File: config.mk
export PLATFORM = sky130hd
export DESIGN_NAME = motor_command_frame_decoder
export DESIGN_NICKNAME = d
export VERILOG_FILES = /design/src/design/mcfd_pkg.sv /design/src/design/mcfd_decode.sv /design/src/design/motor_command_frame_decoder.sv
export VERILOG_INCLUDE_DIRS = /design/src /design/src/design
export SDC_FILE = /design/constraint.sdc
export NUM_CORES = 1
export LEC_CHECK = 0
export BUFFER_PORTS_ARGS = -buffer_cell sky130_fd_sc_hd__clkbuf_2
export CORE_MARGIN = 8
export CORE_UTILIZATION = 40
export DETAILED_ROUTE_END_ITERATION = 10
export HOLD_SLACK_MARGIN = 0.1
export MAX_ROUTING_LAYER = met4
export PLACE_DENSITY = 0.69
export SYNTH_ARGS = -nofsm -noshare
export SYNTH_HDL_FRONTEND = slang
export SYNTH_SLANG_ARGS = --single-unit
File: constraint.sdc
create_clock -name clk_i -period 7.8 [get_ports clk_i]
set_clock_uncertainty 0.2 [all_clocks]
set_input_delay 1.17 -clock clk_i [delete_from_list [all_inputs] [get_ports clk_i]]
set_output_delay 1.17 -clock clk_i [all_outputs]
set_load 0.03 [all_outputs]
File: src/design/motor_command_frame_decoder_defines.svh
// ----------------------------------------------------------------------------
// Motor command frame decoder assertion macros
// Concurrent assertion wrappers shared by the design files. Defining
// ASSERT_OFF removes every check.
// ----------------------------------------------------------------------------
`ifndef MOTOR_COMMAND_FRAME_DECODER_DEFINES_SVH
`define MOTOR_COMMAND_FRAME_DECODER_DEFINES_SVH

`ifndef ASSERT_OFF
// Property holds at every clock edge outside reset.
`define MCFD_ASSERT(lbl, clk, rstn, prop) \
  lbl: assert property (@(posedge clk) disable iff (!rstn) (prop)) \
    else $error("mcfd assertion failed");
// When the antecedent holds, the consequent holds on the following clock edge.
`define MCFD_ASSERT_NEXT(lbl, clk, rstn, ante, cons) \
  lbl: assert property (@(posedge clk) disable iff (!rstn) (ante) |=> (cons)) \
    else $error("mcfd assertion failed");
`else
`define MCFD_ASSERT(lbl, clk, rstn, prop)
`define MCFD_ASSERT_NEXT(lbl, clk, rstn, ante, cons)
`endif

`endif

File: src/design/mcfd_pkg.sv
`timescale 1ns / 1ps
// ----------------------------------------------------------------------------
// Motor command frame decoder package
// Frame markers, checksum constants and the decoded result record.
// ----------------------------------------------------------------------------
package mcfd_pkg;

  localparam logic [7:0]  StartMark   = 8'hAA;
  localparam logic [7:0]  EndMark     = 8'h55;
  localparam logic [15:0] FullCompare = 16'hFFFF;

  // Folded byte sums of a 16-bit value that is a multiple of 255.
  localparam logic [8:0] FoldZero = 9'd0;
  localparam logic [8:0] FoldOnce = 9'd255;
  localparam logic [8:0] FoldTwice = 9'd510;

  // Motor targets.
  localparam logic [7:0] StepperA = 8'd0;
  localparam logic [7:0] StepperB = 8'd1;
  localparam logic [7:0] DcMotorA = 8'd2;
  localparam logic [7:0] DcMotorB = 8'd3;

  // Direction codes.
  localparam logic [7:0] DirForward = 8'd0;
  localparam logic [7:0] DirReverse = 8'd1;

  localparam int unsigned OutDataBits = 72;

  typedef struct packed {
    logic        status;
    logic [7:0]  motor_id;
    logic [7:0]  direction;
    logic [15:0] amount;
    logic        step_request;
    logic        drive_update;
    logic [15:0] compare_right;
    logic [15:0] compare_left;
  } result_t;

endpackage

File: src/design/mcfd_decode.sv
`timescale 1ns / 1ps
// ----------------------------------------------------------------------------
// Motor command frame decode
// Detects a complete frame in the byte window, checks its checksum and
// builds the command fields.
// ----------------------------------------------------------------------------
`include "motor_command_frame_decoder_defines.svh"

module mcfd_decode #(
  parameter int unsigned FrameBytes = 8
) (
  input  logic [FrameBytes-1:0][7:0] frame_i,  // position 0 is the oldest byte
  output logic                       frame_hit_o,
  output mcfd_pkg::result_t          result_o
);

  logic [15:0] sum;
  logic [15:0] sum_inv;
  logic [8:0]  fold;
  logic        check_ok;
  logic [7:0]  id;
  logic [7:0]  dir;
  logic [15:0] amount;
  logic        is_stepper;
  logic        is_dc;
  logic        dir_ok;

  assign frame_hit_o = (frame_i[0] == mcfd_pkg::StartMark) &&
                       (frame_i[FrameBytes-1] == mcfd_pkg::EndMark);

  always_comb begin
    sum = '0;
    for (int unsigned k = 0; k < FrameBytes - 1; k++) begin
      sum = sum + {8'd0, frame_i[k]};
    end
  end

  // 2^8 is 1 modulo 255, so the high and low bytes fold into one small sum.
  assign sum_inv  = ~sum;
  assign fold     = {1'b0, sum_inv[15:8]} + {1'b0, sum_inv[7:0]};
  assign check_ok = (fold == mcfd_pkg::FoldZero) || (fold == mcfd_pkg::FoldOnce) ||
                    (fold == mcfd_pkg::FoldTwice);

  assign id     = frame_i[1];
  assign dir    = frame_i[3];
  assign amount = {frame_i[4], frame_i[5]};

  assign is_stepper = (id == mcfd_pkg::StepperA) || (id == mcfd_pkg::StepperB);
  assign is_dc      = (id == mcfd_pkg::DcMotorA) || (id == mcfd_pkg::DcMotorB);
  assign dir_ok     = (dir == mcfd_pkg::DirForward) || (dir == mcfd_pkg::DirReverse);

  always_comb begin
    result_o = '0;
    if (!check_ok) begin
      result_o.status = 1'b1;
    end else begin
      result_o.motor_id     = id;
      result_o.direction    = dir;
      result_o.amount       = amount;
      result_o.step_request = is_stepper;
      if (is_dc && dir_ok) begin
        result_o.drive_update = 1'b1;
        if (dir == mcfd_pkg::DirForward) begin
          result_o.compare_right = mcfd_pkg::FullCompare;
          result_o.compare_left  = amount;
        end else begin
          result_o.compare_right = amount;
          result_o.compare_left  = mcfd_pkg::FullCompare;
        end
      end
    end
  end

endmodule

File: src/design/motor_command_frame_decoder.sv
`timescale 1ns / 1ps
// ----------------------------------------------------------------------------
// Motor command frame decoder
// Byte window, frame decode and a registered result stage.
// ----------------------------------------------------------------------------
// Received bytes enter one per clock, while the input is ready, into a window
// of FrameBytes bytes. When the oldest byte is 0xAA and the newest is 0x55 the
// window is decoded as one command frame and cleared, so the next frame needs
// FrameBytes fresh bytes. The input takes one byte every cycle unless stalled;
// the result of a frame appears in the output register on the cycle after its
// closing byte is taken. The output register holds one result, and the input
// stalls only while that result is held by the downstream side. A bad checksum
// gives a result with tuser set and all data bits zero.
`include "motor_command_frame_decoder_defines.svh"

module motor_command_frame_decoder #(
  parameter int unsigned FrameBytes = 8
) (
  input  logic        clk_i,
  input  logic        rst_ni,
  input  logic        s_axis_tvalid_i,
  output logic        s_axis_tready_o,
  input  logic [7:0]  s_axis_tdata_i,   // [7:0] rx_byte
  output logic        m_axis_tvalid_o,
  input  logic        m_axis_tready_i,
  // [7:0] motor_id, [15:8] direction, [31:16] amount, [32] step_request,
  // [33] drive_update, [49:34] compare_right, [65:50] compare_left, rest zero
  output logic [mcfd_pkg::OutDataBits-1:0] m_axis_tdata_o,
  output logic        m_axis_tuser_o    // [0] status
);

  logic [FrameBytes-1:0][7:0] window_q, window_d;
  logic [FrameBytes-1:0][7:0] shifted;
  logic                       in_fire;
  logic                       frame_hit;
  mcfd_pkg::result_t          result;
  mcfd_pkg::result_t          out_q;
  logic                       out_valid_q, out_valid_d;

  assign in_fire         = s_axis_tvalid_i && s_axis_tready_o;
  assign s_axis_tready_o = !out_valid_q || m_axis_tready_i;

  // New byte lands at the newest position; position 0 drops out.
  assign shifted = {s_axis_tdata_i, window_q[FrameBytes-1:1]};

  mcfd_decode #(
    .FrameBytes(FrameBytes)
  ) u_decode (
    .frame_i    (shifted),
    .frame_hit_o(frame_hit),
    .result_o   (result)
  );

  always_comb begin
    window_d    = window_q;
    out_valid_d = out_valid_q;
    if (m_axis_tready_i) begin
      out_valid_d = 1'b0;
    end
    if (in_fire) begin
      window_d = frame_hit ? '0 : shifted;
      if (frame_hit) begin
        out_valid_d = 1'b1;
      end
    end
  end

  always_ff @(posedge clk_i or negedge rst_ni) begin
    if (!rst_ni) begin
      window_q    <= '0;
      out_valid_q <= 1'b0;
    end else begin
      window_q    <= window_d;
      out_valid_q <= out_valid_d;
    end
  end

  always_ff @(posedge clk_i) begin
    if (in_fire && frame_hit) begin
      out_q <= result;
    end
  end

  assign m_axis_tvalid_o = out_valid_q;
  assign m_axis_tuser_o  = out_q.status;
  assign m_axis_tdata_o  = {6'd0, out_q.compare_left, out_q.compare_right,
                            out_q.drive_update, out_q.step_request, out_q.amount,
                            out_q.direction, out_q.motor_id};

  `MCFD_ASSERT_NEXT(a_frame_gives_result, clk_i, rst_ni,
                    in_fire && frame_hit, m_axis_tvalid_o)
  `MCFD_ASSERT_NEXT(a_frame_clears_window, clk_i, rst_ni,
                    in_fire && frame_hit, window_q == '0)
  `MCFD_ASSERT(a_error_zero_data, clk_i, rst_ni,
               (m_axis_tvalid_o && m_axis_tuser_o) |-> (m_axis_tdata_o == '0))
  `MCFD_ASSERT(a_one_request_kind, clk_i, rst_ni,
               m_axis_tvalid_o |-> !(out_q.step_request && out_q.drive_update))
  `MCFD_ASSERT(a_drive_full_side, clk_i, rst_ni,
               (m_axis_tvalid_o && out_q.drive_update) |->
               ((out_q.compare_right == mcfd_pkg::FullCompare) ||
                (out_q.compare_left == mcfd_pkg::FullCompare)))

endmodule

# Yosys cells after proc, flatten, opt, wreduce, memory -nomap -nowiden
# Cells that the tools add are included.
word_totals:
  output_inout_bits: 75
  ff_bits: 124
  inputBits: 12
op_classes:
  eq_ne: 8
  mux: 7
  reduce_logical: 15
  add_sub_neg: 7
  bitwise: 1
ops:
  columns: ["operator", "count"]
  rows:
  - ["$add 16x8->16", 5]
  - ["$mux 64", 1]
  - ["$mux 33", 1]
  - ["$mux 32", 1]
  - ["$add 8x8->9", 2]
  - ["$eq 8x1->1 const B", 2]
  - ["$eq 8x2->1 const B", 2]
  - ["$logic_not 8->1", 2]
  - ["$not 16->16", 1]
  - ["$eq 9x8->1 const B", 1]
  - ["$eq 9x9->1 const B", 1]
  - ["$logic_not 9->1", 1]
  - ["$eq 8x7->1 const B", 1]
  - ["$eq 8x8->1 const B", 1]
  - ["$logic_or 1x1->1", 6]
  - ["$logic_and 1x1->1", 4]
  - ["$mux 1", 4]
  - ["$reduce_and 2->1", 1]
  - ["$logic_not 1->1", 1]

# Longest topological paths before layout
logic_depth:
  word_depth: 12
  mapped_depth: 31

# By module
# Synthesis repeated with hierarchy kept, for this count alone.
hier_totals:
  cells_unflattened: 603
  hier_area_um2: 7712.4
by_module_without_submodules:
  columns: ["module", "instances", "cells_each", "area_each_um2"]
  rows:
  - ["motor_command_frame_decoder", 1, 260, 4804.6]
  - ["mcfd_decode", 1, 343, 2907.8]

# Worst setup path after synthesis
# No wires, ideal clock.
synth_path:
  kind: "reg-to-reg"
  startpoint: "register window_q (netlist bit shifted[8])"
  endpoint: "register out_q (netlist bit m_axis_tdata_o[1]) (data pin)"
  required_time_ps: 7450
  arrival_ps: 5865
  path_buffers: 2
  synth_period_minus_slack_ps: 6215
  path_stages_with_launch: 27
  slack_ps: 1585
  cell_sequence: "dfrtp_1 -> ha_1 -> inv_1 -> fa_1 -> xnor2_1 -> fa_1 -> inv_1 -> fa_1 -> fa_1 -> inv_1 -> ha_1 -> fa_1 -> a211oi_1 -> nor3b_1 -> o21a_1 -> nor2_1 -> xnor2_1 -> ha_1 -> inv_1 -> fa_1 -> nand2b_1 -> nor4b_1 -> a2bb2oi_1 -> o31a_1 -> buf_2 -> buf_2 -> nor3_2"
synth_via:
  elab_chain_len: 11
  elab_cells_between_ends: 13
  classes_between: "add/sub: 7; eq/ne: 2; bitwise: 1; reduce/logical: 3"
synth_lines:
  columns: ["item", "line_no", "source"]
  rows:
  - ["from (decl)", "motor_command_frame_decoder.sv:32", "logic [FrameBytes-1:0][7:0] window_q, window_d;"]
  - ["from (signal assigned)", "motor_command_frame_decoder.sv:73", "window_q <= window_d;"]
  - ["$add 8x8->9 *", "mcfd_decode.sv:34", "sum = sum + {8'd0, frame_i[k]};"]
  - ["$add 16x8->16 * (5 in a row)", "mcfd_decode.sv:34", null]
  - ["$not 16->16 *", "mcfd_decode.sv:39", "assign sum_inv = ~sum;"]
  - ["$add 8x8->9 *", "mcfd_decode.sv:40", "assign fold = {1'b0, sum_inv[15:8]} + {1'b0, sum_inv[7:0]};"]
  - ["$eq 9x8->1 / $logic_not 9->1 (equally long branches)", "mcfd_decode.sv:41", "assign check_ok = (fold == mcfd_pkg::FoldZero) || (fold == mcfd_pkg::FoldOnce) ||"]
  - ["$logic_or 1x1->1", "mcfd_decode.sv:41", null]
  - ["$logic_or 1x1->1 *", "mcfd_decode.sv:41", null]
  - ["to (signal assigned)", "motor_command_frame_decoder.sv:80", "out_q <= result;"]
  - ["to (decl)", "motor_command_frame_decoder.sv:37", "mcfd_pkg::result_t out_q;"]
# Every way passes the cells marked *; elsewhere a longest branch is shown, timed or not.
# A chain may end at the register's enable or synchronous reset.

# Final worst setup path
layout_path:
  startpoint: "register window_q (netlist bit shifted[8])"
  endpoint: "register out_q (netlist bit m_axis_tdata_o[64]) (data pin)"
layout_via:
  elab_chain_len: 12
  elab_cells_between_ends: 18
  classes_between: "add/sub: 7; eq/ne: 4; bitwise: 1; reduce/logical: 6"
layout_lines:
  columns: ["item", "line_no"]
  rows:
  - ["$add 8x8->9", "mcfd_decode.sv:34"]
  - ["$add 16x8->16 (5 in a row)", "mcfd_decode.sv:34"]
  - ["$not 16->16", "mcfd_decode.sv:39"]
  - ["$add 8x8->9", "mcfd_decode.sv:40"]
  - ["$eq 9x8->1 / $logic_not 9->1 (equally long branches)", "mcfd_decode.sv:41"]
  - ["$logic_or 1x1->1 (2 in a row)", "mcfd_decode.sv:41"]
  - ["$reduce_and 2->1 (no line) *", null]
# Marks and branches as above.

==> tab_implementation.tex <==
\begin{tabular}{lr}
\hline
Metric & Value \\
\hline
\multicolumn{2}{l}{\textbf{Status}} \\
\quad Outcome & completed \\
\multicolumn{2}{l}{\textbf{Routing}} \\
\quad Antenna viol nets, final & 0 \\
\quad Number of detailed-routing iterations run before antenna repair & 5 \\
\quad Number of DRC violations after detailed routing & 0 \\
\quad Routed wirelength normalized by instance count & roughly 17 µm \\
\quad Mean number of vias per cell & approximately 5.2 \\
\quad Final WL & 16.6 mm \\
\quad First-iteration detailed-routing DRC count & between 500 and 600 \\
\quad Via Count & around 5100 \\
\multicolumn{2}{l}{\textbf{Floorplan}} \\
\quad Initial core utilization & approximately two fifths \\
\quad Floorplan die height & between 100 and 150 µm \\
\quad Number of cell rows & 48 \\
\quad Boundary pin count & 87 \\
\quad Floorplan core area & about 17000 µm² \\
\quad Floorplan die area & around 22000 µm² \\
\quad Floorplan die width & 147 µm \\
\multicolumn{2}{l}{\textbf{Worst setup path}} \\
\quad Destination of the critical timing path & m\_axis\_tdata\_o[64] \\
\quad Setup crit end kind & flip-flop \\
\quad RR Endpoint & m\_axis\_tdata\_o[64] \\
\quad Launching element of the worst setup path & shifted[8] \\
\quad Startpoint type of the worst setup path & flip-flop \\
\quad Req. time, crit path & around 7.8 ns \\
\quad Critical setup path kind & flip-flop to flip-flop \\
\quad Reg-to-reg startpoint & shifted[8] \\
\quad Crit path DAT & 7.30 ns \\
\quad Reg-to-reg setup timing slack & between 0.5 and 0.6 ns \\
\quad FF-to-FF path depth & 27 \\
\quad Max FO, Critical Path & 32 \\
\multicolumn{2}{l}{\textbf{Synthesis}} \\
\quad Synth Instances & $\sim$670 \\
\quad Post-Syn Area & $\sim$6900 µm² \\
\quad Distinct cell type count after synthesis & just under 50 \\
\quad Ys flop type & sky130\_fd\_sc\_hd\_\_edfxtp\_1 \\
\quad Part of the Yosys area used for sequential elements & about half \\
\quad Synthesized flop and latch total & 124 \\
\quad Fraction of post-synthesis cell area in the top cell type by area & between 20\% and 30\% \\
\quad Cell taking the most area after synthesis & sky130\_fd\_sc\_hd\_\_edfxtp\_1 \\
\quad Number of enable flip-flop cells after synthesis & 67 \\
\quad Synthesis warning total & 0 \\
\quad Fraction of registers with async set/reset & a little under half \\
\quad Cells taking the most area after synthesis & sky130\_fd\_sc\_hd\_\_edfxtp\_1 29\%, sky130\_fd\_sc\_hd\_\_dfrtp\_1 21\%, sky130\_fd\_sc\_hd\_\_fa\_1 9.9\%, sky130\_fd\_sc\_hd\_\_nand2\_1 4.8\%, sky130\_fd\_sc\_hd\_\_a21oi\_1 4.3\% \\
\quad Synthesized area per cell & 10.3 µm² \\
\multicolumn{2}{l}{\textbf{Timing}} \\
\quad Hold Fails Final Rpt & 0 \\
\quad Fmax achieved & about 0.14 GHz \\
\quad Max-slew violations & 0 \\
\quad Minimum clock period & $\sim$7.3 ns \\
\quad Max\_slew headroom & between 30\% and 40\% \\
\quad Unrepaired setup endpoints after global routing & no \\
\quad Setup-failing EPs final & 0 \\
\quad Transition time at the pin with the least slew margin & 1.02 ns \\
\quad Final-layout setup total negative slack & 0 ns \\
\quad Crit share post-route & just over 90\% \\
\multicolumn{2}{l}{\textbf{CTS}} \\
\quad Clock Path Buffers & 2 \\
\quad Maximum level of the CTS H-tree & 4 \\
\quad Post-cts resize count & 0 \\
\quad Count of hold-fix buffers inserted at cts & 0 \\
\quad Source-to-sink clock delay at the later pin of the worst-skew pair & 0.43 ns \\
\quad Total CTS buffers & 17 \\
\quad Setup Buffers After CTS & 0 \\
\quad Root Driver & sky130\_fd\_sc\_hd\_\_clkbuf\_16 \\
\quad Clock slew seen by the registers of the worst setup and hold paths & about 0.060 ns \\
\quad CTS tree & built \\
\quad Number of sinks handled by clock tree synthesis & 124 \\
\multicolumn{2}{l}{\textbf{Placed design}} \\
\quad Count of port buffers added during placement & 80 \\
\quad Final weighted congestion in routability-driven placement & roughly 0.86 \\
\quad HPWL reported at the end of detailed placement & about 11 mm \\
\multicolumn{2}{l}{\textbf{Job}} \\
\quad Maximum Capacitance Violations & 0 \\
\multicolumn{2}{l}{\textbf{Cells and area}} \\
\quad Area Overhead vs Synth & 17.9\% \\
\quad Count of inserted antenna diode cells & 0 \\
\quad Number of fillers in the final layout & approximately 1600 \\
\quad Share of post-route cells with drive strength above 1 & around a fifth \\
\quad Nets & approximately 800 \\
\multicolumn{2}{l}{\textbf{Global route}} \\
\quad Total global-route track usage & 16.4\% \\
\quad Maximum number of pins on one net before global-route repair & 88 \\
\quad Vias in the first global route & between 4000 and 5000 \\
\quad First-pass GRT wire length & 26.9 mm \\
\quad Grt total ovfl & 0 \\
\quad Initial antenna violation count & 0 \\
\multicolumn{2}{l}{\textbf{Hold path}} \\
\quad Class of the tightest hold or removal check & flip-flop to flip-flop \\
\hline
\end{tabular}
==> final cells by class <==
| type | count | area [µm²] | area share [%] |
|---|---|---|---|
| Sequential cell | 124 | 3440 | 42.4 |
| Multi-Input combinational cell | 434 | 2990 | 36.9 |
| Timing Repair Buffer | 91 | 483 | 5.95 |
| Clock buffer | 17 | 425 | 5.25 |
| Tap cell | 225 | 282 | 3.47 |
| Inverter | 66 | 248 | 3.05 |
| Clock inverter | 15 | 244 | 3.01 |
==> worst max-delay path: stages, from the launching register on <==
cell and delay (ns):
sky130_fd_sc_hd__dfrtp_1 0.42, sky130_fd_sc_hd__ha_1 0.22, sky130_fd_sc_hd__inv_1 0.07, sky130_fd_sc_hd__fa_1 0.21
sky130_fd_sc_hd__nor2b_1 0.06, sky130_fd_sc_hd__o21ai_0 0.15, sky130_fd_sc_hd__nand2b_1 0.12, sky130_fd_sc_hd__a21o_1 0.19
sky130_fd_sc_hd__a21oi_1 0.23, sky130_fd_sc_hd__xnor2_1 0.14, sky130_fd_sc_hd__fa_1 0.49, sky130_fd_sc_hd__inv_1 0.05
sky130_fd_sc_hd__fa_1 0.50, sky130_fd_sc_hd__fa_1 0.54, sky130_fd_sc_hd__inv_1 0.04, sky130_fd_sc_hd__ha_1 0.31
sky130_fd_sc_hd__nor3b_1 0.40, sky130_fd_sc_hd__o21a_1 0.16, sky130_fd_sc_hd__nor2_1 0.05, sky130_fd_sc_hd__o21bai_1 0.12
sky130_fd_sc_hd__a21oi_1 0.10, sky130_fd_sc_hd__ha_1 0.34, sky130_fd_sc_hd__nor2b_1 0.29, sky130_fd_sc_hd__nor4bb_1 0.38
sky130_fd_sc_hd__a2bb2oi_1 0.11, sky130_fd_sc_hd__o31a_2 0.55, sky130_fd_sc_hd__buf_4 0.33, sky130_fd_sc_hd__nor3_1 0.27
==> cell families (layout without fill, tap and decap cells) <==
kind of cell	Yosys count	after routing	share of synthesized area, %
adder cells (fa/ha/maj)	55	55	13.7
flip-flops	124	124	50.0
buffers and inverters	114	189	7.19
multiplexers	4	4	0.655
AND/OR/NAND/NOR	247	247	18.2
AO/OA/AOI/OAI	112	112	8.93
XOR/XNOR	10	10	1.27
other	1	6	0.0545
==> per-layer routing <==
| layer | up-vias | track usage (%) | share of wire [%] |
|---|---|---|---|
| met3 | 22 | 5.38 | 8.3 |
| met4 | 0 | 5.71 | 1.5 |
| met5 | - | - | 0 |
| li1 | 2382 | - | - |
| met2 | 185 | 24.5 | 47 |
| met1 | 2494 | 20.5 | 43 |
==> layout by cell type (no fill, tap or decap), types with 2 or more instances in the layout <==
| cell type | synthesis | final |
|---|---|---|
| sky130_fd_sc_hd__bufinv_16 | 0 | 6 |
| sky130_fd_sc_hd__nand2_1 | 88 | 87 |
| sky130_fd_sc_hd__nor2b_1 | 2 | 2 |
| sky130_fd_sc_hd__clkinv_2 | 0 | 2 |
| sky130_fd_sc_hd__clkinvlp_4 | 0 | 2 |
| sky130_fd_sc_hd__a21o_1 | 2 | 2 |
| sky130_fd_sc_hd__clkbuf_2 | 0 | 80 |
| sky130_fd_sc_hd__xnor2_1 | 7 | 7 |
| sky130_fd_sc_hd__a211o_1 | 2 | 2 |
| sky130_fd_sc_hd__nor3_1 | 22 | 22 |
| sky130_fd_sc_hd__edfxtp_1 | 67 | 67 |
| sky130_fd_sc_hd__inv_1 | 66 | 66 |
| sky130_fd_sc_hd__clkinv_4 | 0 | 3 |
| sky130_fd_sc_hd__o21ai_0 | 38 | 38 |
| sky130_fd_sc_hd__fa_1 | 34 | 34 |
| sky130_fd_sc_hd__nand3_1 | 53 | 53 |
| sky130_fd_sc_hd__xor2_1 | 3 | 3 |
| sky130_fd_sc_hd__conb_1 | 1 | 6 |
| sky130_fd_sc_hd__nor4bb_1 | 3 | 3 |
| sky130_fd_sc_hd__nor2_1 | 40 | 40 |
| sky130_fd_sc_hd__dfrtp_1 | 57 | 57 |
| sky130_fd_sc_hd__nor3_2 | 20 | 20 |
| sky130_fd_sc_hd__nand2b_1 | 4 | 3 |
| sky130_fd_sc_hd__ha_1 | 21 | 21 |
| sky130_fd_sc_hd__a21oi_1 | 59 | 59 |
| sky130_fd_sc_hd__clkbuf_16 | 0 | 17 |
| sky130_fd_sc_hd__or4_1 | 3 | 3 |
| sky130_fd_sc_hd__mux2_2 | 4 | 4 |
| sky130_fd_sc_hd__buf_4 | 7 | 11 |
==> registers in the layout (all words and copies together), names as in the netlist <==
name             flops
m_axis_tvalid_o      1
m_axis_tuser_o       1
shifted             56
m_axis_tdata_o      66
==> cells in the mapped netlist, types with 2 or more instances <==
cell	number
sky130_fd_sc_hd__nand3_1	53
sky130_fd_sc_hd__ha_1	21
sky130_fd_sc_hd__fa_1	34
sky130_fd_sc_hd__xor2_1	3
sky130_fd_sc_hd__a21oi_1	59
sky130_fd_sc_hd__nor2_1	40
sky130_fd_sc_hd__buf_2	8
sky130_fd_sc_hd__o21ai_0	38
sky130_fd_sc_hd__nor3_1	22
sky130_fd_sc_hd__inv_1	66
sky130_fd_sc_hd__xnor2_1	7
sky130_fd_sc_hd__clkbuf_1	22
sky130_fd_sc_hd__nor2b_1	2
sky130_fd_sc_hd__nor3_2	20
sky130_fd_sc_hd__buf_1	7
sky130_fd_sc_hd__dfrtp_1	57
sky130_fd_sc_hd__mux2_2	4
sky130_fd_sc_hd__a21o_1	2
sky130_fd_sc_hd__a211oi_1	2
sky130_fd_sc_hd__a211o_1	2
sky130_fd_sc_hd__nor4bb_1	3
sky130_fd_sc_hd__edfxtp_1	67
sky130_fd_sc_hd__nand2_1	88
sky130_fd_sc_hd__nand2b_1	4
sky130_fd_sc_hd__buf_4	7
sky130_fd_sc_hd__or4_1	3
sky130_fd_sc_hd__buf_6	4
==> per-stage QoR <==
stage / setup WS (ns) / area, µm² / util, % / hold slack (ns) / cells
6_report: 0.539 / 8110 / 47.5 / 0.343 / 972
5_1_grt: 0.140 / 8110 / 47.5 / 0.369 / 972
4_1_cts: 0.579 / 8110 / 47.5 / 0.344 / 972
3_5_place_dp: 0.637 / 7440 / 43.6 / 0.337 / 940
3_3_place_gp: 0.693 / 7440 / 43.6 / 0.334 / 940
2_1_floorplan: 1.59 / 6900 / - / 0.302 / 672
==> how the worst min path moves through the flow <==
stage,depth (start not counted),endpoint,startpoint,slack [ns]
after floorplan,1,shifted[49],shifted[49],0.30
after global placement,2,shifted[7],shifted[7],0.33
after detailed placement,2,shifted[7],shifted[7],0.34
after CTS,2,shifted[7],shifted[7],0.34
after global routing,2,shifted[17],shifted[17],0.37
final,2,shifted[7],shifted[7],0.34
Power is not shown: default switching activity piles up to over one toggle a cycle in this logic, so the estimate is an artifact.
